### src/sv/gpm_pkg.sv
package gpm_pkg;

  // Stick axes are centred here; a deviation above the limit makes a stick active.
  localparam logic [7:0] AxisCentre = 8'd128;
  localparam logic [7:0] ActiveLimit = 8'd64;

  // Bits of the first button byte (active low).
  localparam int unsigned BtnSelect = 0;

  // Bits of the second button byte (active low).
  localparam int unsigned BtnL2 = 0;
  localparam int unsigned BtnR2 = 1;
  localparam int unsigned BtnL1 = 2;
  localparam int unsigned BtnR1 = 3;
  localparam int unsigned BtnTriangle = 4;
  localparam int unsigned BtnCircle = 5;
  localparam int unsigned BtnSquare = 7;

  // Layout modes. Code 3 is never written and is handled like ambidextrous.
  typedef enum logic [1:0] {
    LAYOUT_AMBI  = 2'd0,
    LAYOUT_LEFT  = 2'd1,
    LAYOUT_RIGHT = 2'd2
  } layout_mode_t;

  // Stick choice for each port, handed from the layout control to the datapath.
  typedef struct packed {
    layout_mode_t mode;
    logic         a_left;
    logic         b_left;
  } stick_sel_t;

  // Distance of an axis from centre, 0..128.
  function automatic logic [7:0] axis_deviation(input logic [7:0] v);
    logic [7:0] dev;
    if (v >= AxisCentre) begin
      dev = v - AxisCentre;
    end else begin
      dev = AxisCentre - v;
    end
    return dev;
  endfunction

endpackage

### src/sv/gpm_layout_ctrl.sv
module gpm_layout_ctrl import gpm_pkg::*; (
  input  logic       clk,
  input  logic       rst,
  input  logic       advance,
  input  logic [7:0] button_byte_low,
  input  logic [7:0] button_byte_high,
  input  logic [7:0] right_x,
  input  logic [7:0] right_y,
  input  logic [7:0] left_x,
  input  logic [7:0] left_y,
  output stick_sel_t sel
);

  layout_mode_t mode, mode_next;
  logic         active_stick, active_stick_next;
  logic [7:0]   dev_right, dev_left;

  // Larger deviation of each stick.
  always_comb begin
    dev_right = (axis_deviation(right_x) > axis_deviation(right_y)) ?
                axis_deviation(right_x) : axis_deviation(right_y);
    dev_left  = (axis_deviation(left_x) > axis_deviation(left_y)) ?
                axis_deviation(left_x) : axis_deviation(left_y);
  end

  // Active stick follows deflection only in ambidextrous mode; right stick wins.
  always_comb begin
    active_stick_next = active_stick;
    if (mode != LAYOUT_LEFT && mode != LAYOUT_RIGHT) begin
      priority if (dev_right > ActiveLimit) begin
        active_stick_next = 1'b0;
      end else if (dev_left > ActiveLimit) begin
        active_stick_next = 1'b1;
      end else begin
        active_stick_next = active_stick;
      end
    end
  end

  // Select plus a mode button picks the layout for the following frame.
  always_comb begin
    mode_next = mode;
    if (!button_byte_low[BtnSelect]) begin
      priority if (!button_byte_high[BtnTriangle]) begin
        mode_next = LAYOUT_AMBI;
      end else if (!button_byte_high[BtnSquare]) begin
        mode_next = LAYOUT_LEFT;
      end else if (!button_byte_high[BtnCircle]) begin
        mode_next = LAYOUT_RIGHT;
      end else begin
        mode_next = mode;
      end
    end
  end

  // Stick routing for the frame now being processed.
  always_comb begin
    sel.mode = mode;
    unique case (mode)
      LAYOUT_LEFT: begin
        sel.a_left = 1'b1;
        sel.b_left = 1'b0;
      end
      LAYOUT_RIGHT: begin
        sel.a_left = 1'b0;
        sel.b_left = 1'b1;
      end
      default: begin
        sel.a_left = active_stick_next;
        sel.b_left = active_stick_next;
      end
    endcase
  end

  // State moves only when a frame passes into the result register.
  always_ff @(posedge clk) begin
    if (rst) begin
      mode         <= LAYOUT_AMBI;
      active_stick <= 1'b0;
    end else if (advance) begin
      mode         <= mode_next;
      active_stick <= active_stick_next;
    end
  end

endmodule

### src/sv/gpm_pot_scale.sv
module gpm_pot_scale import gpm_pkg::*; (
  input  logic [7:0] axis_x,
  input  logic [7:0] axis_y,
  output logic [7:0] pot_x,
  output logic [7:0] pot_y
);

  // floor(m*17/20) and floor(m*18/20) for m <= 128 as one multiply and a shift:
  // the reciprocal error stays below the smallest fractional gap of the quotient.
  localparam int unsigned RecipShift = 16;
  localparam logic [15:0] ScaleX = 16'd55709;
  localparam logic [15:0] ScaleY = 16'd58986;
  localparam logic [7:0] OffsetX = 8'd124;

  logic [7:0]  mag_x, mag_y;
  logic [23:0] prod_x, prod_y;
  logic [7:0]  quo_x, quo_y;

  // Magnitude times the scale; the sign is put back after the truncation.
  always_comb begin
    mag_x  = axis_deviation(axis_x);
    mag_y  = axis_deviation(axis_y);
    prod_x = {16'd0, mag_x} * {8'd0, ScaleX};
    prod_y = {16'd0, mag_y} * {8'd0, ScaleY};
    quo_x  = prod_x[RecipShift +: 8];
    quo_y  = prod_y[RecipShift +: 8];
  end

  // Truncation toward zero: subtract the magnitude quotient below centre.
  always_comb begin
    pot_x = axis_x[7] ? (OffsetX + quo_x) : (OffsetX - quo_x);
    pot_y = axis_y[7] ? (AxisCentre + quo_y) : (AxisCentre - quo_y);
  end

endmodule

### src/sv/gamepad_to_paddle_mapper.sv
// Maps one polled gamepad frame per transaction to two paddle ports: four pot
// values and two trigger levels. A frame is taken every clock cycle while the
// result side keeps up. An accepted frame passes from the input register
// through the scaling logic into the result register, which drives the
// outputs. The layout mode and active stick registers are updated as each
// frame moves into the result register. Select together with triangle,
// square or circle changes the layout from the following frame on. Reset puts
// the block in ambidextrous mode with the right stick active.
module gamepad_to_paddle_mapper import gpm_pkg::*; (
  input  logic       clk,
  input  logic       rst,
  input  logic       in_valid,
  output logic       in_stall,
  input  logic [7:0] button_byte_low,
  input  logic [7:0] button_byte_high,
  input  logic [7:0] right_x,
  input  logic [7:0] right_y,
  input  logic [7:0] left_x,
  input  logic [7:0] left_y,
  output logic       out_valid,
  input  logic       out_stall,
  output logic [7:0] pot_a_x,
  output logic [7:0] pot_a_y,
  output logic [7:0] pot_b_x,
  output logic [7:0] pot_b_y,
  output logic       trigger_a,
  output logic       trigger_b
);

  logic       in_full;
  logic [7:0] btn_low, btn_high, rx, ry, lx, ly;
  logic       advance;
  stick_sel_t sel;
  logic [7:0] a_x, a_y, b_x, b_y;
  logic [7:0] pa_x, pa_y, pb_x, pb_y;

  // A frame moves on when the result register is empty or being emptied.
  assign advance  = in_full && (!out_valid || !out_stall);
  assign in_stall = in_full && !advance;

  // Input register.
  always_ff @(posedge clk) begin
    if (rst) begin
      in_full <= 1'b0;
    end else if (in_valid && !in_stall) begin
      in_full <= 1'b1;
    end else if (advance) begin
      in_full <= 1'b0;
    end
  end

  always_ff @(posedge clk) begin
    if (in_valid && !in_stall) begin
      btn_low  <= button_byte_low;
      btn_high <= button_byte_high;
      rx       <= right_x;
      ry       <= right_y;
      lx       <= left_x;
      ly       <= left_y;
    end
  end

  // Layout mode and active stick.
  gpm_layout_ctrl u_ctrl (
    .clk              (clk),
    .rst              (rst),
    .advance          (advance),
    .button_byte_low  (btn_low),
    .button_byte_high (btn_high),
    .right_x          (rx),
    .right_y          (ry),
    .left_x           (lx),
    .left_y           (ly),
    .sel              (sel)
  );

  // Stick routing to the two ports.
  always_comb begin
    a_x = sel.a_left ? lx : rx;
    a_y = sel.a_left ? ly : ry;
    b_x = sel.b_left ? lx : rx;
    b_y = sel.b_left ? ly : ry;
  end

  gpm_pot_scale u_scale_a (
    .axis_x (a_x),
    .axis_y (a_y),
    .pot_x  (pa_x),
    .pot_y  (pa_y)
  );

  gpm_pot_scale u_scale_b (
    .axis_x (b_x),
    .axis_y (b_y),
    .pot_x  (pb_x),
    .pot_y  (pb_y)
  );

  // Result register.
  always_ff @(posedge clk) begin
    if (rst) begin
      out_valid <= 1'b0;
    end else if (advance) begin
      out_valid <= 1'b1;
    end else if (!out_stall) begin
      out_valid <= 1'b0;
    end
  end

  always_ff @(posedge clk) begin
    if (advance) begin
      pot_a_x   <= pa_x;
      pot_a_y   <= pa_y;
      pot_b_x   <= pb_x;
      pot_b_y   <= pb_y;
      trigger_a <= btn_high[BtnL1] && btn_high[BtnR1];
      trigger_b <= btn_high[BtnL2] && btn_high[BtnR2];
    end
  end

  // In ambidextrous mode both ports follow the same stick.
  a_ambi_same : assert property (@(posedge clk) disable iff (rst)
    advance && (sel.mode != LAYOUT_LEFT) && (sel.mode != LAYOUT_RIGHT)
    |=> (pot_a_x == pot_b_x) && (pot_a_y == pot_b_y))
    else $error("ambidextrous ports differ");

  // A held frame is never dropped from the input register.
  a_in_hold : assert property (@(posedge clk) disable iff (rst)
    in_full && !advance |=> in_full)
    else $error("input frame lost");

  // The input side stalls only behind a full, blocked result register.
  a_stall_cause : assert property (@(posedge clk) disable iff (rst)
    in_stall |-> in_full && out_valid && out_stall)
    else $error("stall without a blocked result");

  // Trigger A follows both shoulder bits of the frame that moved on.
  a_trigger_a : assert property (@(posedge clk) disable iff (rst)
    advance |=> trigger_a == ($past(btn_high[BtnL1]) && $past(btn_high[BtnR1])))
    else $error("trigger A mismatch");

endmodule
### config.mk
export PLATFORM = sky130hd
export DESIGN_NAME = gamepad_to_paddle_mapper
export DESIGN_NICKNAME = d
export VERILOG_FILES = /design/src/sv/gpm_pkg.sv /design/src/sv/gpm_layout_ctrl.sv /design/src/sv/gpm_pot_scale.sv /design/src/sv/gamepad_to_paddle_mapper.sv
export SDC_FILE = /design/constraint.sdc
export NUM_CORES = 1
export LEC_CHECK = 0
export ABC_AREA = 1
export BUFFER_PORTS_ARGS = -buffer_cell sky130_fd_sc_hd__buf_2
export CORE_ASPECT_RATIO = 1.4
export CORE_MARGIN = 5
export CORE_UTILIZATION = 60
export DETAILED_ROUTE_END_ITERATION = 7
export PLACE_DENSITY = 0.79
export RECOVER_POWER = 50
export SLEW_MARGIN = 5
export SYNTH_ARGS = -nofsm -noshare
export SYNTH_HDL_FRONTEND = slang
export SYNTH_HIERARCHICAL = 1
export SYNTH_SLANG_ARGS = --single-unit
### constraint.sdc
create_clock -name clk -period 10.6 [get_ports clk]
set_input_delay 1.59 -clock clk [delete_from_list [all_inputs] [get_ports clk]]
set_output_delay 1.59 -clock clk [all_outputs]
set_load 0.02 [all_outputs]
==> results.py, run 1 <==
metrics = {
    "global_route": {
        "groute.usage.overall": 0.245,
        "grt_max_degree": 41,
        "vias_in_the_first_global_route": 12600,
        "global_route_total_overflow": 0,
        "grt_first_pass_wirelength_mm": 55.9,
        "busiest_layer": "met2",
        "met1_usage": 0.279,
        "met3_track_demand_over_resource_in_global_routing": 0.0244,
        "antenna_violations_before_repair": 2,
        "globalRouteMet2Util": 0.462,
    },
    "placed_design": {
        "hpwlAfterDp_mm": 27.8,
        "preCtsSetupSlack_ns": 1.61,
        "finalWeightedCongestion": 0.917,
        "io_buffer_count": 79,
    },
    "cts": {
        "cts_resized": 0,
        "ctsHtreeMaxLevel": 3,
        "clkLatencyLatePin_ns": 0.35,
        "post_cts_hold_buffer_count": 0,
        "clockRootBuffer": "sky130_fd_sc_hd__clkbuf_16",
        "numCtsBuffers": 9,
        "buffer_depth_of_the_longest_clock_path": 2,
        "numClockSinks": 79,
        "tritoncts": "done",
        "cts_post_setup_buffers_inserted": 0,
        "path_clk_slew_ns": 0.06,
    },
    "route": {
        "vias": 12300,
        "vias_per_cell": 5.29,
        "routed_wire_length_per_instance_um": 14.1,
        "postRouteAntennaNets": 0,
        "drtIter0Drc": 634,
        "dr.pass1.iters": 5,
        "final_wirelength_mm": 32.8,
        "drc_errors": 0,
    },
    "setup_path": {
        "worst-setup-path-type": "reg2reg",
        "worstPathMaxFanout": 32,
        "timing.critical_path.required_ns": 10.72,
        "cp_common_cell": "sky130_fd_sc_hd__nand2_1",
        "cp-start-kind": "register",
        "crit_slowest_cell": "sky130_fd_sc_hd__fa_1",
        "register_to_register_setup_slack_ns": 1.46,
        "cp_endpoint_kind": "register",
        "arrival_ns": 9.26,
        "cpPeakStageDelay_ns": 0.56,
        "cp_top_family": "adder cells",
        "crit_buf_inv": 9,
    },
    "finish": {
        "area.sequential_mm2": 0.00232,
        "drive_above_1_share": 0.0907,
        "filler_cell_count": 2032,
        "multi_input_area_mm2": 0.0103,
        "final_common_cell": "sky130_fd_sc_hd__inv_1",
        "finish.net_count": 2431,
        "layout-area-overhead-vs-synth_pct": 7.98,
        "layout_common_cells": "sky130_fd_sc_hd__inv_1 (448), sky130_fd_sc_hd__nand2_1 (417), sky130_fd_sc_hd__ha_1 (264)",
    },
    "sta": {
        "setup_repair_after_global_routing_missed_its_margin": "no",
        "maximum_achievable_frequency_mhz": 109,
        "max_slew_margin": -0.567,
        "worstMarginPinSlew_ns": 2.35,
        "finalSetupViolations": 0,
        "slew_viol_final": 79,
        "final_hold_viol_count": 0,
        "hold_ws_ns": 0.490,
        "layout_skew_ns": 0.00825,
        "setup_slack_ns": 1.46,
        "final.period_utilization": 0.863,
        "setup_tns_ns": 0,
        "finalWorstPathRequiredPeriod_ns": 9.14,
    },
    "floorplanning": {
        "design.portCount": 88,
        "floorplan.rows": 67,
        "die-width_um": 141,
        "die_area_mm2": 0.0274,
        "area_of_the_core_mm2": 0.0239,
        "initial_core_util": 0.606,
        "die_height_um": 194,
    },
    "yosys": {
        "yosysWarningCount": 6,
        "synth_area_mm2": 0.0145,
        "netlist_instances": 1907,
        "syn_area_per_cell_um2": 7.59,
    },
    "min_path": {
        "hold_path.class": "reg2reg",
    },
    "flow_run": {
        "timing.max_cap.violations": 2,
    },
    "outcome": {
        "violations": "max-capacitance violations, max-slew violations",
        "status": "finished with violations",
    },
}
-- metal layers --
layer	up-vias	part of all wire	wire length, um
met5	-	0	0
met3	69	0.034	1110
met1	5737	0.40	13200
met4	0	0.032	1060
met2	256	0.53	17400
li1	6198	-	-
-- flip-flops by register name, summed over array words and instances (netlist names) --
name and count:
btn_high 7, btn_low 1, in_full 1, lx 8, ly 8, out_valid 1, pot_a_x 8, pot_a_y 8
pot_b_x 8, pot_b_y 8, rx 8, ry 8, trigger_a 1, trigger_b 1, u_ctrl/active_stick 1, u_ctrl/mode 2
-- cell type report --
type                       count  area share
multi-input combinational   1354       0.661
clock buffer                  10      0.0147
tap                          310      0.0248
timing repair buffer          93      0.0312
antenna                        2    0.000320
sequential                    79       0.149
clock inverter                 6     0.00745
inverter                     464       0.111
-- metrics by stage --
step,instances,cell area [um^2],util
6_report,2318,15600,0.654
5_1_grt,2318,15600,0.654
4_1_cts,2316,15600,0.654
3_5_place_dp,2300,15300,0.640
3_3_place_gp,2300,15300,0.640
2_1_floorplan,1909,14500,-
-- path summary, 6_finish.rpt --
check / start / endpoint / cells after the start
setup reg to reg: ry[0] / pot_b_x[6] / 48
hold / removal: u_ctrl/mode[1] / u_ctrl/mode[1] / 2
hold reg to reg: u_ctrl/mode[1] / u_ctrl/mode[1] / 2
setup / recovery: ry[0] / pot_b_x[6] / 48
-- worst min-delay path, stage by stage (launching register included) --
cell and delay (ns):
sky130_fd_sc_hd__dfxtp_1 0.32, sky130_fd_sc_hd__inv_1 0.07, sky130_fd_sc_hd__a21oi_1 0.06
Power of run 1 is left out: the tool's default activity adds up to more than one toggle a clock period on the data nets, which glitch-free logic cannot reach.
==> run 2: changes to the inputs <==
- CORE_UTILIZATION: 60 -> 45
- PLACE_DENSITY: 0.79 -> not set
==> run 2 against run 1 <==
Compared with the run above: the flow still finishes with violations (max-capacitance violations, max-slew violations); die area rose by 31%; clock skew rose by 0.0021 ns; sequential share of layout area barely moved; wire length rose by 3.4%; non-clock buffer count did not move; worst setup slack got worse by 0.19 ns; critical endpoint is now pot_a_x[6].
==> results.py, run 2 (synthesis results as in run 1) <==
metrics = {
    "sta": {
        "finalSetupViolations": 0,
        "setup_slack_ns": 1.27,
        "worstMarginPinSlew_ns": 2.46,
        "layout_skew_ns": 0.0104,
        "slew_viol_final": 38,
        "max_slew_margin": -0.638,
        "setup_repair_after_global_routing_missed_its_margin": "no",
        "finalWorstPathRequiredPeriod_ns": 9.33,
        "maximum_achievable_frequency_mhz": 107,
        "final_hold_viol_count": 0,
        "setup_tns_ns": 0,
        "final.period_utilization": 0.881,
    },
    "global_route": {
        "global_route_total_overflow": 0,
        "grt_max_degree": 41,
        "antenna_violations_before_repair": 0,
        "groute.usage.overall": 0.194,
        "grt_first_pass_wirelength_mm": 56.8,
        "vias_in_the_first_global_route": 12200,
    },
    "cts": {
        "path_clk_slew_ns": 0.07,
        "post_cts_hold_buffer_count": 0,
        "ctsHtreeMaxLevel": 3,
        "cts_post_setup_buffers_inserted": 0,
        "tritoncts": "done",
        "numCtsBuffers": 9,
        "cts_resized": 0,
        "clkLatencyLatePin_ns": 0.36,
        "numClockSinks": 79,
        "buffer_depth_of_the_longest_clock_path": 2,
        "clockRootBuffer": "sky130_fd_sc_hd__clkbuf_16",
    },
    "route": {
        "postRouteAntennaNets": 0,
        "drtIter0Drc": 440,
        "dr.pass1.iters": 5,
        "vias": 11900,
        "drc_errors": 0,
        "routed_wire_length_per_instance_um": 14.1,
        "final_wirelength_mm": 33.9,
        "vias_per_cell": 4.96,
    },
    "finish": {
        "drive_above_1_share": 0.0798,
        "layout-area-overhead-vs-synth_pct": 8.14,
        "filler_cell_count": 3163,
        "finish.net_count": 2431,
        "insertedDiodeCount": 0,
        "final_common_cell": "sky130_fd_sc_hd__inv_1",
        "layout_common_cells": "sky130_fd_sc_hd__inv_1 (448), sky130_fd_sc_hd__nand2_1 (417), sky130_fd_sc_hd__ha_1 (264)",
    },
    "min_path": {
        "end_point_of_the_most_critical_hold_path": "u_ctrl/mode[1]",
        "hold_path.class": "reg2reg",
        "hold_depth": 2,
        "min-delay-start": "u_ctrl/mode[1]",
    },
    "setup_path": {
        "r2r_cells": 44,
        "timing.critical_path.required_ns": 10.72,
        "worstReg2RegStart": "lx[0]",
        "arrival_ns": 9.45,
        "worstPathMaxFanout": 32,
        "worst-setup-path-type": "reg2reg",
        "crit_slowest_cell": "sky130_fd_sc_hd__o21ai_0",
        "cpPeakStageDelay_ns": 0.70,
        "cp_common_cell": "sky130_fd_sc_hd__nand2_1",
        "cp-start-kind": "register",
        "crit-reg2reg-capture": "pot_a_x[6]",
        "cp_endpoint_kind": "register",
        "register_to_register_setup_slack_ns": 1.27,
    },
    "flow_run": {
        "timing.max_cap.violations": 1,
    },
    "floorplanning": {
        "initial_core_util": 0.456,
        "die_area_mm2": 0.0359,
        "design.portCount": 88,
        "floorplan.rows": 77,
        "area_of_the_core_mm2": 0.0317,
        "die_height_um": 222,
        "die-width_um": 162,
    },
    "placed_design": {
        "hpwlAfterDp_mm": 29.5,
        "io_buffer_count": 79,
        "finalWeightedCongestion": 0.896,
        "preCtsSetupSlack_ns": 1.24,
    },
    "outcome": {
        "status": "finished with violations",
        "violations": "max-capacitance violations, max-slew violations",
    },
}
==> run 2: critical path: cells and delay by family (launching register included) <==
kind | cells | cell delay (ns)
buffers and inverters | 6 | 0.96
DFF | 1 | 0.48
xor gates and xnor gates | 3 | 0.84
adders and majority gates | 9 | 3.38
AOI/OAI and AO/OA | 6 | 1.39
and+or+nand+nor | 20 | 2.03
==> run 2: per-layer routing <==
metal	vias to the layer above	routed length, um	GRT usage
li1	6197	-	-
met1	5516	13500	0.209
met2	138	18500	0.379
met3	58	621	0.0212
met4	0	1300	0.0785
met5	-	0	0
==> run 2: how the worst max path moves through the flow <==
stage	startpoint	endpoint	slack (ns)	cells past startpoint
finish	lx[0]	pot_a_x[6]	1.27	44
global route	lx[0]	pot_a_x[6]	0.42	45
CTS	lx[0]	pot_a_x[6]	1.21	44
detailed placement	lx[0]	pot_a_x[6]	1.24	44
global placement	lx[0]	pot_a_x[6]	1.35	44
floorplan	ly[0]	pot_b_x[6]	2.72	47
==> run 2: layout make-up <==
cell class	instances	area [um^2]	share of cell area
multi-input cells	1354	10300	0.660
well taps	395	494	0.0316
inverters	464	1740	0.111
clock inverters	5	58.8	0.00376
flip-flops and latches	79	2320	0.148
clock buffers	11	233	0.0149
repair buffers	93	463	0.0296
==> run 2: through the flow <==
step / std cells / instance area (um^2) / util / hold slack (ns)
3_3_place_gp: 2385 / 15400 / 0.486 / 0.470
6_report: 2401 / 15600 / 0.494 / 0.485
5_1_grt: 2401 / 15600 / 0.494 / 0.530
3_5_place_dp: 2385 / 15400 / 0.486 / 0.484
2_1_floorplan: 1909 / 14500 / - / 0.445
4_1_cts: 2401 / 15700 / 0.495 / 0.493
Power of run 2 is left out for the same reason.
==> run 3: changes to the inputs <==
- clock period: 10.6 -> 9.42 ns (I/O delays scaled with it)
==> run 3 against run 2 <==
Compared with the run above: highest routed layer unchanged; register-to-register slack got worse by 0.49 ns; cell count rose by 0.29%; first-iteration DRC count down 8.2%; the flow still finishes with violations (max-capacitance violations, max-slew violations).
==> results.py, run 3 (synthesis results as in run 1) <==
metrics = {
    "outcome": {
        "status": "finished with violations",
        "violations": "max-capacitance violations, max-slew violations",
    },
    "route": {
        "postRouteAntennaNets": 0,
        "drtIter0Drc": 404,
        "drc_errors": 0,
        "vias": 11800,
        "dr.pass1.iters": 5,
        "routed_wire_length_per_instance_um": 14.0,
        "vias_per_cell": 4.90,
        "final_wirelength_mm": 33.7,
    },
    "setup_path": {
        "crit_buf_inv": 7,
        "r2r_cells": 47,
        "worst-setup-path-type": "reg2reg",
        "worstReg2RegStart": "ly[0]",
        "cpPeakStageDelay_ns": 0.55,
        "worstPathMaxFanout": 6,
        "cp_top_family": "adder cells",
        "cp_endpoint_kind": "register",
        "arrival_ns": 8.77,
        "timing.critical_path.required_ns": 9.55,
        "cp-start-kind": "register",
        "crit-reg2reg-capture": "pot_b_x[6]",
        "crit_slowest_cell": "sky130_fd_sc_hd__fa_1",
        "register_to_register_setup_slack_ns": 0.78,
        "cp_common_cell": "sky130_fd_sc_hd__nand2_1",
    },
    "cts": {
        "clkLatencyLatePin_ns": 0.37,
        "ctsHtreeMaxLevel": 3,
        "numClockSinks": 79,
        "buffer_depth_of_the_longest_clock_path": 2,
        "path_clk_slew_ns": 0.07,
        "post_cts_hold_buffer_count": 0,
        "clockRootBuffer": "sky130_fd_sc_hd__clkbuf_16",
        "numCtsBuffers": 9,
        "tritoncts": "done",
    },
    "sta": {
        "final.period_utilization": 0.917,
        "setup_slack_ns": 0.779,
        "finalWorstPathRequiredPeriod_ns": 8.64,
        "setup_repair_after_global_routing_missed_its_margin": "no",
        "slew_viol_final": 30,
        "layout_skew_ns": 0.00765,
        "setup_tns_ns": 0,
        "max_slew_margin": -0.425,
        "worstMarginPinSlew_ns": 2.14,
        "final_hold_viol_count": 0,
        "finalSetupViolations": 0,
        "maximum_achievable_frequency_mhz": 116,
    },
    "finish": {
        "final_common_cell": "sky130_fd_sc_hd__inv_1",
        "layout_common_cells": "sky130_fd_sc_hd__inv_1 (448), sky130_fd_sc_hd__nand2_1 (417), sky130_fd_sc_hd__ha_1 (264)",
        "insertedDiodeCount": 0,
        "filler_cell_count": 3170,
        "drive_above_1_share": 0.0775,
        "finish.net_count": 2438,
        "stdcell_count": 2408,
        "layout-area-overhead-vs-synth_pct": 8.98,
    },
    "min_path": {
        "hold_depth": 2,
        "end_point_of_the_most_critical_hold_path": "out_valid",
        "hold_path.class": "reg2reg",
        "min-delay-start": "in_full",
    },
    "global_route": {
        "grt_max_degree": 41,
        "grt_first_pass_wirelength_mm": 56.5,
        "vias_in_the_first_global_route": 12000,
        "antenna_violations_before_repair": 0,
        "groute.usage.overall": 0.193,
        "global_route_total_overflow": 0,
    },
    "floorplanning": {
        "floorplan.rows": 77,
        "die-width_um": 162,
        "design.portCount": 88,
        "die_area_mm2": 0.0359,
        "area_of_the_core_mm2": 0.0317,
        "initial_core_util": 0.456,
        "die_height_um": 222,
    },
    "placed_design": {
        "placed_cells_incl_taps": 2390,
        "preCtsSetupSlack_ns": 0.111,
        "io_buffer_count": 79,
        "hpwlAfterDp_mm": 29.5,
        "finalWeightedCongestion": 0.885,
    },
    "flow_run": {
        "timing.max_cap.violations": 1,
    },
}
-- run 3: cell types whose count changed in the layout (fill, tap and decap cells not counted), moves of 3 or more --
cell,previous run,this run
sky130_fd_sc_hd__buf_2,52,34
sky130_fd_sc_hd__buf_4,13,20
sky130_fd_sc_hd__clkbuf_1,30,46
sky130_fd_sc_hd__o21ai_0,82,79
sky130_fd_sc_hd__xor2_1,35,32
sky130_fd_sc_hd__xor2_2,2,5
-- run 3: what timing repair did --
action                                  CTS  global route
buffers inserted                          0             2
resized for setup                         0            11
endpoints found under the setup margin    0            20
-- run 3: routing by layer --
| layer | up-vias | track usage | routed length [um] |
|---|---|---|---|
| li1 | 6205 | - | - |
| met5 | - | 0 | 0 |
| met3 | 51 | 0.0214 | 652 |
| met2 | 117 | 0.380 | 18400 |
| met1 | 5437 | 0.209 | 13600 |
| met4 | 0 | 0.0710 | 1020 |
-- run 3: layout make-up --
class | count | area, um^2 | share of cell area
clock buffer | 11 | 253 | 0.0160
clock inverter | 5 | 88.8 | 0.00563
inverter | 464 | 1740 | 0.110
multi-input combinational | 1354 | 10400 | 0.658
sequential | 79 | 2320 | 0.147
tap | 395 | 494 | 0.0313
timing repair buffer | 100 | 493 | 0.0313
-- run 3: per-stage QoR --
stage	hold WS (ns)	instance area, um^2	util
finish	0.488	15800	0.497
global route	0.526	15800	0.497
CTS	0.497	15800	0.498
detailed placement	0.488	15400	0.487
global placement	0.469	15400	0.487
floorplan	0.445	14500	-
-- run 3: worst register-to-register path: cells and delay by family, from the launching register on --
| family | cells | cell delay, ns |
|---|---|---|
| and+or+nand+nor | 25 | 2.34 |
| adders and majority gates | 9 | 3.24 |
| AOI/OAI and AO/OA | 4 | 0.93 |
| DFF | 1 | 0.47 |
| buffers and inverters | 7 | 0.73 |
| xor gates and xnor gates | 2 | 0.72 |
-- run 3: worst max-delay path by stage --
stage | endpoint | cells after the start | slack, ns | startpoint
after floorplan | pot_b_x[6] | 47 | 1.54 | ly[0]
final | pot_b_x[6] | 47 | 0.78 | ly[0]
after global routing | pot_a_y[6] | 46 | 0.01 | lx[0]
after global placement | pot_b_x[6] | 46 | 0.14 | lx[0]
after detailed placement | pot_b_x[6] | 46 | 0.11 | lx[0]
after CTS | pot_b_x[6] | 46 | 0.1 | lx[0]
Power of run 3 is left out for the same reason.
